==> config.mk <==
export PLATFORM = sky130hd
export DESIGN_NAME = sbus_frame_decoder
export DESIGN_NICKNAME = d
export VERILOG_FILES = /design/src/rtl/core/sbfd_pkg.sv /design/src/rtl/core/sbfd_front.sv /design/src/rtl/core/sbfd_queue.sv /design/src/rtl/core/sbfd_back.sv /design/src/rtl/core/sbus_frame_decoder.sv
export VERILOG_INCLUDE_DIRS = /design/src /design/src/rtl/core
export SDC_FILE = /design/constraint.sdc
export NUM_CORES = 2
export LEC_CHECK = 0
export BUFFER_PORTS_ARGS = -buffer_cell sky130_fd_sc_hd__buf_2
export CAP_MARGIN = 0
export CORE_MARGIN = 2
export CORE_UTILIZATION = 39
export DETAILED_ROUTE_END_ITERATION = 6
export PLACE_DENSITY = 0.66
export SLEW_MARGIN = 5
export SYNTH_ARGS = -nofsm -noshare
export SYNTH_HDL_FRONTEND = slang
export SYNTH_SLANG_ARGS = --single-unit
==> constraint.sdc <==
create_clock -name clk_i -period 9.6 [get_ports clk_i]
set_clock_uncertainty 0.15 [all_clocks]
set_input_delay 0.48 -clock clk_i [delete_from_list [all_inputs] [get_ports clk_i]]
set_output_delay 0.48 -clock clk_i [all_outputs]
set_load 0.1 [all_outputs]
==> src/rtl/core/assert_macros.svh <==
// Assertion helpers used by the RTL top level.
`ifndef ASSERT_MACROS_SVH
`define ASSERT_MACROS_SVH

// Property checked on the rising clock edge, ignored while reset is low.
`define SBFD_ASSERT(lbl, clk, rst_n, prop) \
  lbl: assert property (@(posedge clk) disable iff (!rst_n) prop) \
    else $error("assertion failed");

// Same check, also evaluated while reset is low.
`define SBFD_ASSERT_ALWAYS(lbl, clk, prop) \
  lbl: assert property (@(posedge clk) prop) \
    else $error("assertion failed");

`endif

==> src/rtl/core/sbfd_pkg.sv <==
// ----------------------------------------------------------------------------
// sbfd_pkg
// Types and constants shared by the frame decoder modules.
// ----------------------------------------------------------------------------
package sbfd_pkg;

  localparam int unsigned ChannelCountDefault = 12;
  localparam int unsigned MaxChannels = 16;
  localparam int unsigned ChanBits = 11;
  localparam int unsigned MaxDataBits = MaxChannels * ChanBits;

  localparam logic [7:0] StartByte = 8'h0F;
  localparam logic [7:0] EndByte = 8'h00;
  localparam logic [4:0] FlagsPos = 5'd23;
  localparam logic [4:0] EndPos = 5'd24;

  localparam logic [7:0] GapReset = 8'd60;
  localparam logic [15:0] LossTicksReset = 16'd20000;
  localparam logic [15:0] LossCountReset = 16'd1000;

  localparam logic [7:0] RssiMax = 8'd240;
  localparam logic [7:0] RssiMin = 8'd50;
  localparam logic [7:0] RssiStep = 8'd10;

  localparam logic [15:0] PulseGain = 16'd40942;
  localparam logic [27:0] PulseOffset = 28'd57708838;

  // register indexes
  localparam logic [1:0] CfgGap = 2'd0;
  localparam logic [1:0] CfgLoss = 2'd1;
  localparam logic [1:0] CfgCut = 2'd2;

  // indicator codes
  localparam logic [2:0] IndOkHold = 3'd0;
  localparam logic [2:0] IndOkCut = 3'd1;
  localparam logic [2:0] IndFsHold = 3'd2;
  localparam logic [2:0] IndFsCut = 3'd3;
  localparam logic [2:0] IndNoSignal = 3'd4;

  typedef struct packed {
    logic [7:0]  gap_ticks;
    logic [15:0] loss_ticks;
    logic        cut;
  } cfg_t;

  typedef struct packed {
    logic                   status_only;
    logic                   failsafe;
    logic                   frame_lost;
    logic                   link_ready;
    logic                   output_enable;
    logic [7:0]             rssi;
    logic [2:0]             indicator;
    logic [MaxDataBits-1:0] data;
  } event_t;

  typedef struct packed {
    logic [3:0]  channel_index;
    logic [10:0] channel_value;
    logic [11:0] pulse_us;
    logic        last;
    logic        status_only;
    logic        failsafe;
    logic        frame_lost;
    logic        link_ready;
    logic        output_enable;
    logic [7:0]  rssi_level;
    logic [2:0]  indicator;
  } result_t;

endpackage

==> src/rtl/core/sbfd_front.sv <==
// ----------------------------------------------------------------------------
// sbfd_front
// Byte and tick intake: frame gathering, resync, link and RSSI state.
// ----------------------------------------------------------------------------
module sbfd_front #(
  parameter int unsigned CHANNEL_COUNT = sbfd_pkg::ChannelCountDefault
) (
  input  logic             clk_i,
  input  logic             rst_ni,
  input  sbfd_pkg::cfg_t   cfg_i,
  input  logic             in_valid_i,
  output logic             in_ready_o,
  input  logic             command_i,
  input  logic [7:0]       rx_byte_i,
  input  logic             q_full_i,
  output logic             push_o,
  output sbfd_pkg::event_t ev_o
);

  localparam int unsigned NBytes = (CHANNEL_COUNT * sbfd_pkg::ChanBits + 7) / 8;

  logic [4:0]          pos_q, pos_d;
  logic                disc_q, disc_d;
  logic [7:0]          gap_q, gap_d;
  logic [15:0]         loss_q, loss_d;
  logic [NBytes*8-1:0] data_q, data_d;
  logic [7:0]          flags_q, flags_d;
  logic                ready_q, ready_d;
  logic                enable_q, enable_d;
  logic [7:0]          rssi_q, rssi_d;
  logic [2:0]          ind_q, ind_d;

  assign in_ready_o = !q_full_i;

  always_ff @(posedge clk_i or negedge rst_ni) begin
    if (!rst_ni) begin
      pos_q    <= '0;
      disc_q   <= 1'b0;
      gap_q    <= sbfd_pkg::GapReset;
      loss_q   <= sbfd_pkg::LossCountReset;
      ready_q  <= 1'b0;
      enable_q <= 1'b0;
      rssi_q   <= '0;
      ind_q    <= sbfd_pkg::IndNoSignal;
    end else begin
      pos_q    <= pos_d;
      disc_q   <= disc_d;
      gap_q    <= gap_d;
      loss_q   <= loss_d;
      ready_q  <= ready_d;
      enable_q <= enable_d;
      rssi_q   <= rssi_d;
      ind_q    <= ind_d;
    end
  end

  always_ff @(posedge clk_i) begin
    data_q  <= data_d;
    flags_q <= flags_d;
  end

  always_comb begin
    logic [7:0]  gap_t;
    logic [15:0] loss_t;
    logic        rd, en, fs, lost;
    logic [7:0]  r;
    logic [2:0]  ind;
    pos_d    = pos_q;
    disc_d   = disc_q;
    gap_d    = gap_q;
    loss_d   = loss_q;
    data_d   = data_q;
    flags_d  = flags_q;
    ready_d  = ready_q;
    enable_d = enable_q;
    rssi_d   = rssi_q;
    ind_d    = ind_q;
    push_o   = 1'b0;
    ev_o     = '0;
    gap_t    = '0;
    loss_t   = '0;
    fs       = flags_q[3];
    lost     = flags_q[2];
    rd       = ready_q;
    en       = enable_q;
    r        = rssi_q;
    ind      = ind_q;
    if (in_valid_i && in_ready_o) begin
      if (command_i) begin
        gap_t  = (gap_q != '0) ? gap_q - 8'd1 : gap_q;
        loss_t = (loss_q != '0) ? loss_q - 16'd1 : loss_q;
        loss_d = loss_t;
        if (gap_t == '0) begin
          pos_d  = '0;
          disc_d = 1'b0;
          gap_d  = cfg_i.gap_ticks;
        end else begin
          gap_d = gap_t;
        end
        if (loss_t == '0 && ready_q) begin
          ready_d            = 1'b0;
          enable_d           = 1'b0;
          ind_d              = sbfd_pkg::IndNoSignal;
          push_o             = 1'b1;
          ev_o.status_only   = 1'b1;
          ev_o.rssi          = rssi_q;
          ev_o.indicator     = sbfd_pkg::IndNoSignal;
        end
      end else begin
        gap_d = cfg_i.gap_ticks;
        if (!disc_q) begin
          if ((pos_q == '0 && rx_byte_i != sbfd_pkg::StartByte) ||
              (pos_q == sbfd_pkg::EndPos && rx_byte_i != sbfd_pkg::EndByte)) begin
            disc_d = 1'b1;
          end else begin
            for (int i = 0; i < NBytes; i++) begin
              if (pos_q == 5'(i + 1)) data_d[i*8 +: 8] = rx_byte_i;
            end
            if (pos_q == sbfd_pkg::FlagsPos) flags_d = rx_byte_i;
            if (pos_q == sbfd_pkg::EndPos) begin
              pos_d = '0;
              if (!fs) begin
                if (!rd) begin
                  rd  = 1'b1;
                  en  = 1'b1;
                  ind = cfg_i.cut ? sbfd_pkg::IndOkCut : sbfd_pkg::IndOkHold;
                end
              end else begin
                r = '0;
                if (rd) begin
                  rd  = 1'b0;
                  ind = cfg_i.cut ? sbfd_pkg::IndFsCut : sbfd_pkg::IndFsHold;
                  if (cfg_i.cut) en = 1'b0;
                end
              end
              if (!lost) begin
                if (r < sbfd_pkg::RssiMax) r = r + sbfd_pkg::RssiStep;
              end else if (r > sbfd_pkg::RssiMin) begin
                r = r - sbfd_pkg::RssiStep;
              end
              ready_d            = rd;
              enable_d           = en;
              rssi_d             = r;
              ind_d              = ind;
              loss_d             = cfg_i.loss_ticks;
              push_o             = 1'b1;
              ev_o.failsafe      = fs;
              ev_o.frame_lost    = lost;
              ev_o.link_ready    = rd;
              ev_o.output_enable = en;
              ev_o.rssi          = r;
              ev_o.indicator     = ind;
              ev_o.data          = sbfd_pkg::MaxDataBits'(data_q);
            end else begin
              pos_d = pos_q + 5'd1;
            end
          end
        end
      end
    end
  end

endmodule

==> src/rtl/core/sbfd_queue.sv <==
// ----------------------------------------------------------------------------
// sbfd_queue
// Two-entry event queue between intake and result generation.
// ----------------------------------------------------------------------------
module sbfd_queue (
  input  logic             clk_i,
  input  logic             rst_ni,
  input  logic             push_i,
  input  sbfd_pkg::event_t push_data_i,
  input  logic             pop_i,
  output sbfd_pkg::event_t pop_data_o,
  output logic             full_o,
  output logic             empty_o
);

  sbfd_pkg::event_t mem_q [2];
  logic             wr_q, wr_d;
  logic             rd_q, rd_d;
  logic [1:0]       cnt_q, cnt_d;

  assign full_o     = (cnt_q == 2'd2);
  assign empty_o    = (cnt_q == 2'd0);
  assign pop_data_o = mem_q[rd_q];

  always_comb begin
    wr_d  = push_i ? !wr_q : wr_q;
    rd_d  = pop_i ? !rd_q : rd_q;
    cnt_d = cnt_q + 2'(push_i) - 2'(pop_i);
  end

  always_ff @(posedge clk_i or negedge rst_ni) begin
    if (!rst_ni) begin
      wr_q  <= 1'b0;
      rd_q  <= 1'b0;
      cnt_q <= '0;
    end else begin
      wr_q  <= wr_d;
      rd_q  <= rd_d;
      cnt_q <= cnt_d;
    end
  end

  always_ff @(posedge clk_i) begin
    if (push_i) mem_q[wr_q] <= push_data_i;
  end

endmodule

==> src/rtl/core/sbfd_back.sv <==
// ----------------------------------------------------------------------------
// sbfd_back
// Per-channel unpack, glitch filter, pulse mapping and result register.
// ----------------------------------------------------------------------------
module sbfd_back #(
  parameter int unsigned CHANNEL_COUNT = sbfd_pkg::ChannelCountDefault
) (
  input  logic              clk_i,
  input  logic              rst_ni,
  input  logic              q_empty_i,
  input  sbfd_pkg::event_t  q_data_i,
  output logic              pop_o,
  output logic              out_valid_o,
  input  logic              out_ready_i,
  output sbfd_pkg::result_t res_o
);

  localparam int unsigned IdxW = (CHANNEL_COUNT > 1) ? $clog2(CHANNEL_COUNT) : 1;
  localparam logic [3:0] LastChan = 4'(CHANNEL_COUNT - 1);

  sbfd_pkg::event_t  ev_q, ev_d;
  logic              busy_q, busy_d;
  logic [3:0]        chan_q, chan_d;
  logic [10:0]       prev_q [CHANNEL_COUNT];
  logic [10:0]       older_q [CHANNEL_COUNT];
  logic              vld_q, vld_d;
  sbfd_pkg::result_t res_q, res_d;

  logic              emit;
  logic [IdxW-1:0]   idx;
  logic [10:0]       raw, pv, ov, pnew, val;
  logic [27:0]       prod;

  assign idx  = chan_q[IdxW-1:0];
  assign raw  = ev_q.data[10:0];
  assign pv   = prev_q[idx];
  assign ov   = older_q[idx];
  assign emit = busy_q && (!vld_q || out_ready_i);
  assign pop_o = !busy_q && !q_empty_i;

  always_comb begin
    pnew = pv;
    val  = raw;
    if (ov == pv && pv != raw) begin
      pnew = raw;
      if (ov != '0) val = ov;
    end
  end

  assign prod = 28'(val) * 28'(sbfd_pkg::PulseGain) + sbfd_pkg::PulseOffset;

  always_comb begin
    ev_d   = ev_q;
    busy_d = busy_q;
    chan_d = chan_q;
    vld_d  = (vld_q && !out_ready_i);
    res_d  = res_q;
    if (pop_o) begin
      ev_d   = q_data_i;
      busy_d = 1'b1;
      chan_d = '0;
    end else if (emit) begin
      vld_d               = 1'b1;
      res_d.status_only   = ev_q.status_only;
      res_d.failsafe      = ev_q.failsafe;
      res_d.frame_lost    = ev_q.frame_lost;
      res_d.link_ready    = ev_q.link_ready;
      res_d.output_enable = ev_q.output_enable;
      res_d.rssi_level    = ev_q.rssi;
      res_d.indicator     = ev_q.indicator;
      if (ev_q.status_only) begin
        res_d.channel_index = '0;
        res_d.channel_value = '0;
        res_d.pulse_us      = '0;
        res_d.last          = 1'b1;
        busy_d              = 1'b0;
      end else begin
        res_d.channel_index = chan_q;
        res_d.channel_value = val;
        res_d.pulse_us      = prod[27:16];
        res_d.last          = (chan_q == LastChan);
        ev_d.data           = ev_q.data >> sbfd_pkg::ChanBits;
        chan_d              = chan_q + 4'd1;
        if (chan_q == LastChan) busy_d = 1'b0;
      end
    end
  end

  always_ff @(posedge clk_i or negedge rst_ni) begin
    if (!rst_ni) begin
      busy_q <= 1'b0;
      chan_q <= '0;
      vld_q  <= 1'b0;
      for (int i = 0; i < CHANNEL_COUNT; i++) begin
        prev_q[i]  <= '0;
        older_q[i] <= '0;
      end
    end else begin
      busy_q <= busy_d;
      chan_q <= chan_d;
      vld_q  <= vld_d;
      if (emit && !pop_o && !ev_q.status_only) begin
        prev_q[idx]  <= val;
        older_q[idx] <= pnew;
      end
    end
  end

  always_ff @(posedge clk_i) begin
    ev_q  <= ev_d;
    res_q <= res_d;
  end

  assign out_valid_o = vld_q;
  assign res_o       = res_q;

endmodule

==> src/rtl/core/sbus_frame_decoder.sv <==
// ----------------------------------------------------------------------------
// sbus_frame_decoder
// Serial frame decoder: gathers 25-byte frames, emits filtered channels.
// ----------------------------------------------------------------------------
//   channel   handshake                 payload
//   in        in_valid_i / in_ready_o   command_i, rx_byte_i
//   out       out_valid_o / out_ready_i channel_index_o .. indicator_o
//   cfg       cfg_we_i                  cfg_index_i, cfg_data_i
//
// An input item is accepted whenever in_ready_o is high; the intake stalls only when the
// two-entry event queue is full. A completed frame gives CHANNEL_COUNT results,
// one per cycle from the result stage while the output is not stalled (one filter
// and one multiply per channel).
// Reset is asynchronous and clears all control state and the filter history.
// ----------------------------------------------------------------------------
`include "assert_macros.svh"

module sbus_frame_decoder #(
  parameter int unsigned CHANNEL_COUNT = sbfd_pkg::ChannelCountDefault
) (
  input  logic        clk_i,
  input  logic        rst_ni,
  input  logic        in_valid_i,
  output logic        in_ready_o,
  input  logic        command_i,
  input  logic [7:0]  rx_byte_i,
  output logic        out_valid_o,
  input  logic        out_ready_i,
  output logic [3:0]  channel_index_o,
  output logic [10:0] channel_value_o,
  output logic [11:0] pulse_us_o,
  output logic        last_o,
  output logic        status_only_o,
  output logic        failsafe_o,
  output logic        frame_lost_o,
  output logic        link_ready_o,
  output logic        output_enable_o,
  output logic [7:0]  rssi_level_o,
  output logic [2:0]  indicator_o,
  input  logic        cfg_we_i,
  input  logic [1:0]  cfg_index_i,
  input  logic [15:0] cfg_data_i
);

  sbfd_pkg::cfg_t    cfg_q, cfg_d;
  sbfd_pkg::event_t  push_data, pop_data;
  sbfd_pkg::result_t res;
  logic              push, pop, q_full, q_empty;

  always_comb begin
    cfg_d = cfg_q;
    if (cfg_we_i) begin
      unique case (cfg_index_i)
        sbfd_pkg::CfgGap:  cfg_d.gap_ticks  = cfg_data_i[7:0];
        sbfd_pkg::CfgLoss: cfg_d.loss_ticks = cfg_data_i;
        sbfd_pkg::CfgCut:  cfg_d.cut        = cfg_data_i[0];
        default: ;
      endcase
    end
  end

  always_ff @(posedge clk_i or negedge rst_ni) begin
    if (!rst_ni) begin
      cfg_q.gap_ticks  <= sbfd_pkg::GapReset;
      cfg_q.loss_ticks <= sbfd_pkg::LossTicksReset;
      cfg_q.cut        <= 1'b0;
    end else begin
      cfg_q <= cfg_d;
    end
  end

  sbfd_front #(.CHANNEL_COUNT(CHANNEL_COUNT)) u_front (
    .clk_i      (clk_i),
    .rst_ni     (rst_ni),
    .cfg_i      (cfg_q),
    .in_valid_i (in_valid_i),
    .in_ready_o (in_ready_o),
    .command_i  (command_i),
    .rx_byte_i  (rx_byte_i),
    .q_full_i   (q_full),
    .push_o     (push),
    .ev_o       (push_data)
  );

  sbfd_queue u_queue (
    .clk_i       (clk_i),
    .rst_ni      (rst_ni),
    .push_i      (push),
    .push_data_i (push_data),
    .pop_i       (pop),
    .pop_data_o  (pop_data),
    .full_o      (q_full),
    .empty_o     (q_empty)
  );

  sbfd_back #(.CHANNEL_COUNT(CHANNEL_COUNT)) u_back (
    .clk_i       (clk_i),
    .rst_ni      (rst_ni),
    .q_empty_i   (q_empty),
    .q_data_i    (pop_data),
    .pop_o       (pop),
    .out_valid_o (out_valid_o),
    .out_ready_i (out_ready_i),
    .res_o       (res)
  );

  assign channel_index_o = res.channel_index;
  assign channel_value_o = res.channel_value;
  assign pulse_us_o      = res.pulse_us;
  assign last_o          = res.last;
  assign status_only_o   = res.status_only;
  assign failsafe_o      = res.failsafe;
  assign frame_lost_o    = res.frame_lost;
  assign link_ready_o    = res.link_ready;
  assign output_enable_o = res.output_enable;
  assign rssi_level_o    = res.rssi_level;
  assign indicator_o     = res.indicator;

  `SBFD_ASSERT(a_status_last, clk_i, rst_ni, out_valid_o && status_only_o |-> last_o)
  `SBFD_ASSERT(a_status_nosig, clk_i, rst_ni, out_valid_o && status_only_o |-> indicator_o == sbfd_pkg::IndNoSignal && !link_ready_o && !output_enable_o)
  `SBFD_ASSERT(a_chan_range, clk_i, rst_ni, out_valid_o && !status_only_o |-> channel_index_o <= 4'(CHANNEL_COUNT - 1) && (last_o == (channel_index_o == 4'(CHANNEL_COUNT - 1))))

endmodule
---- Word level (Yosys, flattened, before mapping) ----
Memory sizes are Yosys's and may differ from the RTL's.
Cells that the tools add are included.
cells by class
  add/subtract/negate cells ............... 9
  multipliers ............................. 1
  order comparisons ....................... 4
  eq/ne operators ......................... 31
  muxes and demuxes ....................... 92
  bitwise gates (word level) .............. 5
  reduce and logical (&&, ||, !) cells .... 63
operators by type and width
  operator                number
  $mux 176                4
  $mux 191                3
  $bwmux 132              2
  $mux 192                1
  $mux 11                 10
  $reduce_and 5->1        20
  $mux 8                  12
  $bmux 11 s4             2
  $mux 16                 5
  $demux 11 s4            1
  $eq 5x4->1 const B      8
  $mux 1                  35
  $add 27x26->28 const B  1
  $mul 11x15->26 const B  1
  $mux 5                  5
  $mux 3                  8
  $eq 5x3->1 const B      4
  $eq 5x5->1 const B      4
  $logic_not 16->1        1
  $mux 4                  4
  $reduce_bool 16->1      1
  $reduce_bool 8->1       2
  $sub 16x1->16 const B   1
  $reduce_and 2->1        7
  33 further kinds        63
word-level totals
  flip-flop bits (word level) ............. 718
  memory bits (writable) .................. 384
  bits of input ports ..................... 32
  output and inout port bits .............. 46
  memories kept ........................... 1
memories
  memory         words  width  rd ports  clocked after memory_dff  write ports  RTL line          RTL
  u_queue.mem_q  2      192    1         0                         1            sbfd_queue.sv:16  sbfd_pkg::event_t mem_q [2];

---- Depth between registers and ports, before layout ----
  depth after elaboration ................. 15
  mapped depth ............................ 38
  depth with buffers taken out ............ 32

---- Modules after synthesis ----
From an unflattened synthesis, not the netlist that was laid out.
unflattened totals
  cell total of the unflattened synthesis .. 3508
  area total of the unflattened synthesis .. 49766.5 sq um
by module, submodules not included
  module              times used  cells each  area an instance (sq um)  seq. area each (sq um)
  sbfd_back           1           2045        25630.8                   13843.3
  sbfd_queue          1           612         14072.2                   11631.2
  sbfd_front          1           797         9087.5                    5233.8
  sbus_frame_decoder  1           54          975.9                     636.9

---- Least setup slack after synthesis ----
Ideal clock, no wire load.
  kind .................................... register to register
  start ................................... register u_front.loss_q[12]
  end ..................................... memory u_queue.mem_q[1][0] (netlist name), enable pin
  library setup time ...................... 682 ps
  data arrival time ....................... 9452 ps
  slack ................................... -684 ps
  cell stages (with the launch flop) ...... 14
  clock period less this slack ............ 10284 ps
  path through ............................ dfrtp_1 > nor4_2 > nand4b_1 > or3b_1 > or4_1 > buf_2 > nand2_1 > xor2_1 > nand3_1 > and4bb_1 > and2_1 > buf_4 > nor2_4 > nor2b_1
between the ends
  cells in the longest elaborated chain, start to end .. 9
  elaborated cells between the ends (all ways) .. 10
  those cells by class .................... add/sub: 1; mux: 6; reduce/logical: 3
RTL lines
  item                                                 RTL line           RTL
  start: declaration                                   sbfd_front.sv:25   logic [15:0] loss_q, loss_d;
  start signal: assignment                             sbfd_front.sv:40   loss_q <= sbfd_pkg::LossCountReset;
  start signal: assignment                             sbfd_front.sv:49   loss_q <= loss_d;
  $sub 16x1->16 or $reduce_bool 16->1 (tied branches)  sbfd_front.sv:91   loss_t = (loss_q != '0) ? loss_q - 16'd1 : loss_q;
  $mux 16 (*)                                          sbfd_front.sv:91
  $logic_not 16->1 (*)                                 sbfd_front.sv:100  if (loss_t == '0 && ready_q) begin
  $logic_and 1x1->1 (*)                                sbfd_front.sv:100
  $mux 1 (*)                                           sbfd_front.sv:100
  $mux 1 (*)                                           sbfd_front.sv:89   if (command_i) begin
  $mux 1 (*)                                           sbfd_front.sv:88   if (in_valid_i && in_ready_o) begin
  $mux 1 (*)                                           sbfd_queue.sv:44   if (push_i) mem_q[wr_q] <= push_data_i;
  $mux 1 (not written as such) (*)                     sbfd_queue.sv:44
  end: declaration                                     sbfd_queue.sv:16
Mark *: on every way between the ends. The rest lies on a longest branch, timed or not.

---- Worst setup path in the final report ----
  start ................................... register u_back.chan_q[3]
  end ..................................... register u_back.res_q (netlist bit u_back.res_o[27]) (data pin)
between the ends
  cells in the longest elaborated chain, start to end .. 9
  elaborated cells between the ends (all ways) .. 15
  those cells by class .................... add/sub: 1; mul: 1; eq/ne: 2; mux: 8; bitwise: 1; reduce/logical: 2
RTL lines
  item                                          RTL line                          RTL
  start: declaration                            sbfd_back.sv:23                   logic [3:0] chan_q, chan_d;
  start signal: assignment                      sbfd_back.sv:100                  chan_q <= chan_d;
  $not 4->5 (not written as such) (*)           sbfd_back.sv:36, sbfd_back.sv:37
  $bmux 11 s4 (on tied branches)                sbfd_back.sv:37, sbfd_back.sv:36
  $mux 11 (on tied branches) (2 in a row)       sbfd_back.sv:37, sbfd_back.sv:36
  $reduce_bool 11->1 (tied with other cells)    sbfd_back.sv:46                   if (ov != '0) val = ov;
  $mux 11 or $logic_and 1x1->1 (tied branches)  sbfd_back.sv:46, sbfd_back.sv:44
  $mux 11 (*)                                   sbfd_back.sv:44                   if (ov == pv && pv != raw) begin
  via u_back.val[4]                             sbfd_back.sv:31                   logic [10:0] raw, pv, ov, pnew, val;
  $mul 11x15->26 (*)                            sbfd_back.sv:50                   assign prod = 28'(val) * 28'(sbfd_pkg::PulseGain) + sbfd_pkg::PulseOffset;
  $add 27x26->28 (*)                            sbfd_back.sv:50
  end signal: assignment                        sbfd_back.sv:111                  res_q <= res_d;
  end: declaration                              sbfd_back.sv:27                   sbfd_pkg::result_t res_q, res_d;
The timed path passes the listed nets; every way through them passes the cells marked *. The select of a mux whose other input is x is not followed.
A chain may end at the register's enable or synchronous reset.

==> run metrics <==
status complete, no violations; Synth area leaders edfxtp_1 (44%), dfrtp_1 (18%), mux2i_1 (4.1%), o21ai_0 (3.7%), mux2_2 (3.6%); Tmin final 9.23 ns; maximum root-to-sink buffer count 3; clock root buffer clkbuf_16; Synth cell types 85; CP max FO 13; CP max-delay cell dfrtp_1; syn nets 3479; clk_lat worst skew 0.68 ns; Filler Cells Inserted 9958; PortBufs 77; cell count after synthesis 3290; DR DRC count 0; DR vias/cell 5.21; die span in x 339 um; Max-slew headroom 14.3%; Setup violations, final 0; drt first pass iters 6; final net count 3578; Slew Viols, Final 0; share of the synthesized area in the top cell type 43.7%; Hold WC Path Type in -> reg; Placement Rows 122; Core ar. 111000 um^2; first-pass GRT wire length 151000 um; clk slew on worst S/H paths 0.06 ns; DRT iter0 DRCs 1897; CP most frequent cell fa_1; largest net degree at the start of global routing 162; final wirelength 96700 um; Worst Tran Pin Value 1.28 ns; Req. time, crit path 9.86 ns; Final ANT Viol Nets 0; number of max-cap violations 0; Post-Syn Area per Cell 13.3 um^2; total grt overflow 0; sequential-to-total area share from yosys stat 63.3%; Synth Flop Type edfxtp_1; All-Layer GR Usage 16.7%; CP startpoint kind flip-flop; Post-DP HPWL 59300 um; die area 115000 um^2; fmax 0.108 GHz; Initial Util 39.5%; GPL Wtd Cong 0.914; endpoints failing hold 0; CP Capture Type flip-flop; Synth Cell Area 43800 um^2; Yosys top cell by area edfxtp_1; wire per inst 19.5 um; Post-synth ARST share 34.9%; initial antenna violation count 4; Setup CP Type reg -> reg; via count 25800; leading cell type in the layout, fill and taps excluded edfxtp_1; Syn-to-layout area delta 12.8%; Critical Path AT 9.49 ns; Syn. warnings 0; Clock Sinks 980; CTS Buf Count 96; vias in the first global route 25800; #FFs+latches synth 980; H-tree depth 3; EDFF count, synth 638; Worst R2R Setup Slack 0.37 ns; CP max stage delay 0.71 ns; final core occ 44.5%; CTS tree built; commonest cells after routing, fill and taps aside edfxtp_1 (638), nand2_1 (419), o21ai_0 (320), dfrtp_1 (319), mux2i_1 (179); layout cells sized above 1 16.1%; I/O pins 78; period utilisation layout 96.1%; Die H 339 um
==> final timing paths <==
path,from,endpoint,depth (start not counted)
setup / recovery,u_back.chan_q[3],u_back.res_o[27],30
hold / removal,command_i,u_front.loss_q[5],3
setup reg to reg,u_back.chan_q[3],u_back.res_o[27],30
hold reg to reg,u_back.ev_q[184],u_back.res_o[8],0
max in group asynchronous,rst_ni,u_queue.rd_q,3
min in group asynchronous,rst_ni,u_back.prev_q[25],2
==> routing by layer <==
metal	vias to the layer above	share of wire (%)	track usage (%)
met5	-	0	0
met1	13100	44	22.7
li1	12100	-	-
met4	0	2.6	5.17
met3	159	5.3	3.15
met2	558	48	27.3
==> flip-flops by register name, summed over array words and instances (netlist names) <==
signal and flops:
u_front.ready_q 1, u_front.flags_q 2, u_front.pos_q 5, u_back.prev_q 132, u_back.chan_q 4, cfg_q 25
u_back.older_q 132, u_front.enable_q 1, u_front.disc_q 1, u_back.res_o 44, u_queue.mem_q 304, u_queue.wr_q 1
u_front.data_q 136, u_front.rssi_q 8, u_front.loss_q 16, u_front.gap_q 8, u_queue.cnt_q 2, u_queue.rd_q 1
u_back.ev_q 152, u_front.ind_q 3, u_back.busy_q 1, u_back.out_valid_o 1
==> what timing repair did <==
item / in CTS / in global routing
gates resized for setup: 0 / 13
buffers inserted: 0 / 9
hold buffers: 21 / 0
setup endpoints to repair: 0 / 8
hold endpoints to repair: 130 / 0
==> stage by stage <==
step | std cells | hold slack (ns) | instance area, um^2 | setup TNS [ns] | setup slack [ns]
final | 4958 | 0.0988 | 49400 | 0 | 0.371
after detailed placement | 4749 | 0.255 | 46000 | 0 | 0.239
after global placement | 4749 | 0.256 | 46000 | 0 | 0.299
after CTS | 4948 | 0.0532 | 49300 | 0 | 0.200
after floorplan | 3290 | 0.0344 | 43800 | 0 | 0.412
after global routing | 4957 | 0.0988 | 49400 | -0.0392 | -0.0258
==> cells by family (layout without fill, tap and decap cells) <==
| group | count (synthesis) | in the layout | share of synthesized area, % |
|---|---|---|---|
| AOI/OAI and AO/OA | 543 | 543 | 7.13 |
| xor gates and xnor gates | 64 | 64 | 1.28 |
| adders and majority gates | 157 | 157 | 5.56 |
| buffers and inverters | 302 | 481 | 2.80 |
| DFF | 980 | 980 | 63.3 |
| muxes | 383 | 383 | 10.8 |
| other | 0 | 1 | 0 |
| and+or+nand+nor | 861 | 861 | 9.19 |
==> cell type report <==
cell class              count  area [um^2]  area share [%]
repair buffers            183         1370            2.77
flip-flops and latches    980        27800            56.1
well taps                1488         1860            3.77
clock buffers             136         2620            5.31
diodes                      1         2.50         0.00506
clock inverters            42          427           0.863
inverters                 120          450           0.911
multi-input cells        2008        15000            30.2
==> synth_stat cells, types with 27 or more instances <==
master	instances
mux4_2	52
nand3_1	48
nor3_1	30
fa_1	63
clkbuf_1	139
mux2i_1	180
o21ai_0	321
edfxtp_1	638
and2_1	148
nand2_1	421
xnor2_1	39
o21ai_1	28
mux2_2	141
a21oi_1	55
inv_1	118
nor2_1	115
ha_1	94
dfrtp_1	322
a22oi_1	27
==> worst max-delay path: cells and delay by family, from the launching register on <==
kind | cells | cell delay (ns)
mux | 3 | 0.70
buf+inv | 6 | 1.00
xor+xnor | 1 | 0.13
compound gates | 4 | 0.85
simple gates | 10 | 2.69
flops | 1 | 0.71
fa+ha+maj | 6 | 2.73
Power is not shown: default switching activity piles up to over one toggle a cycle in this logic, so the estimate is an artifact.
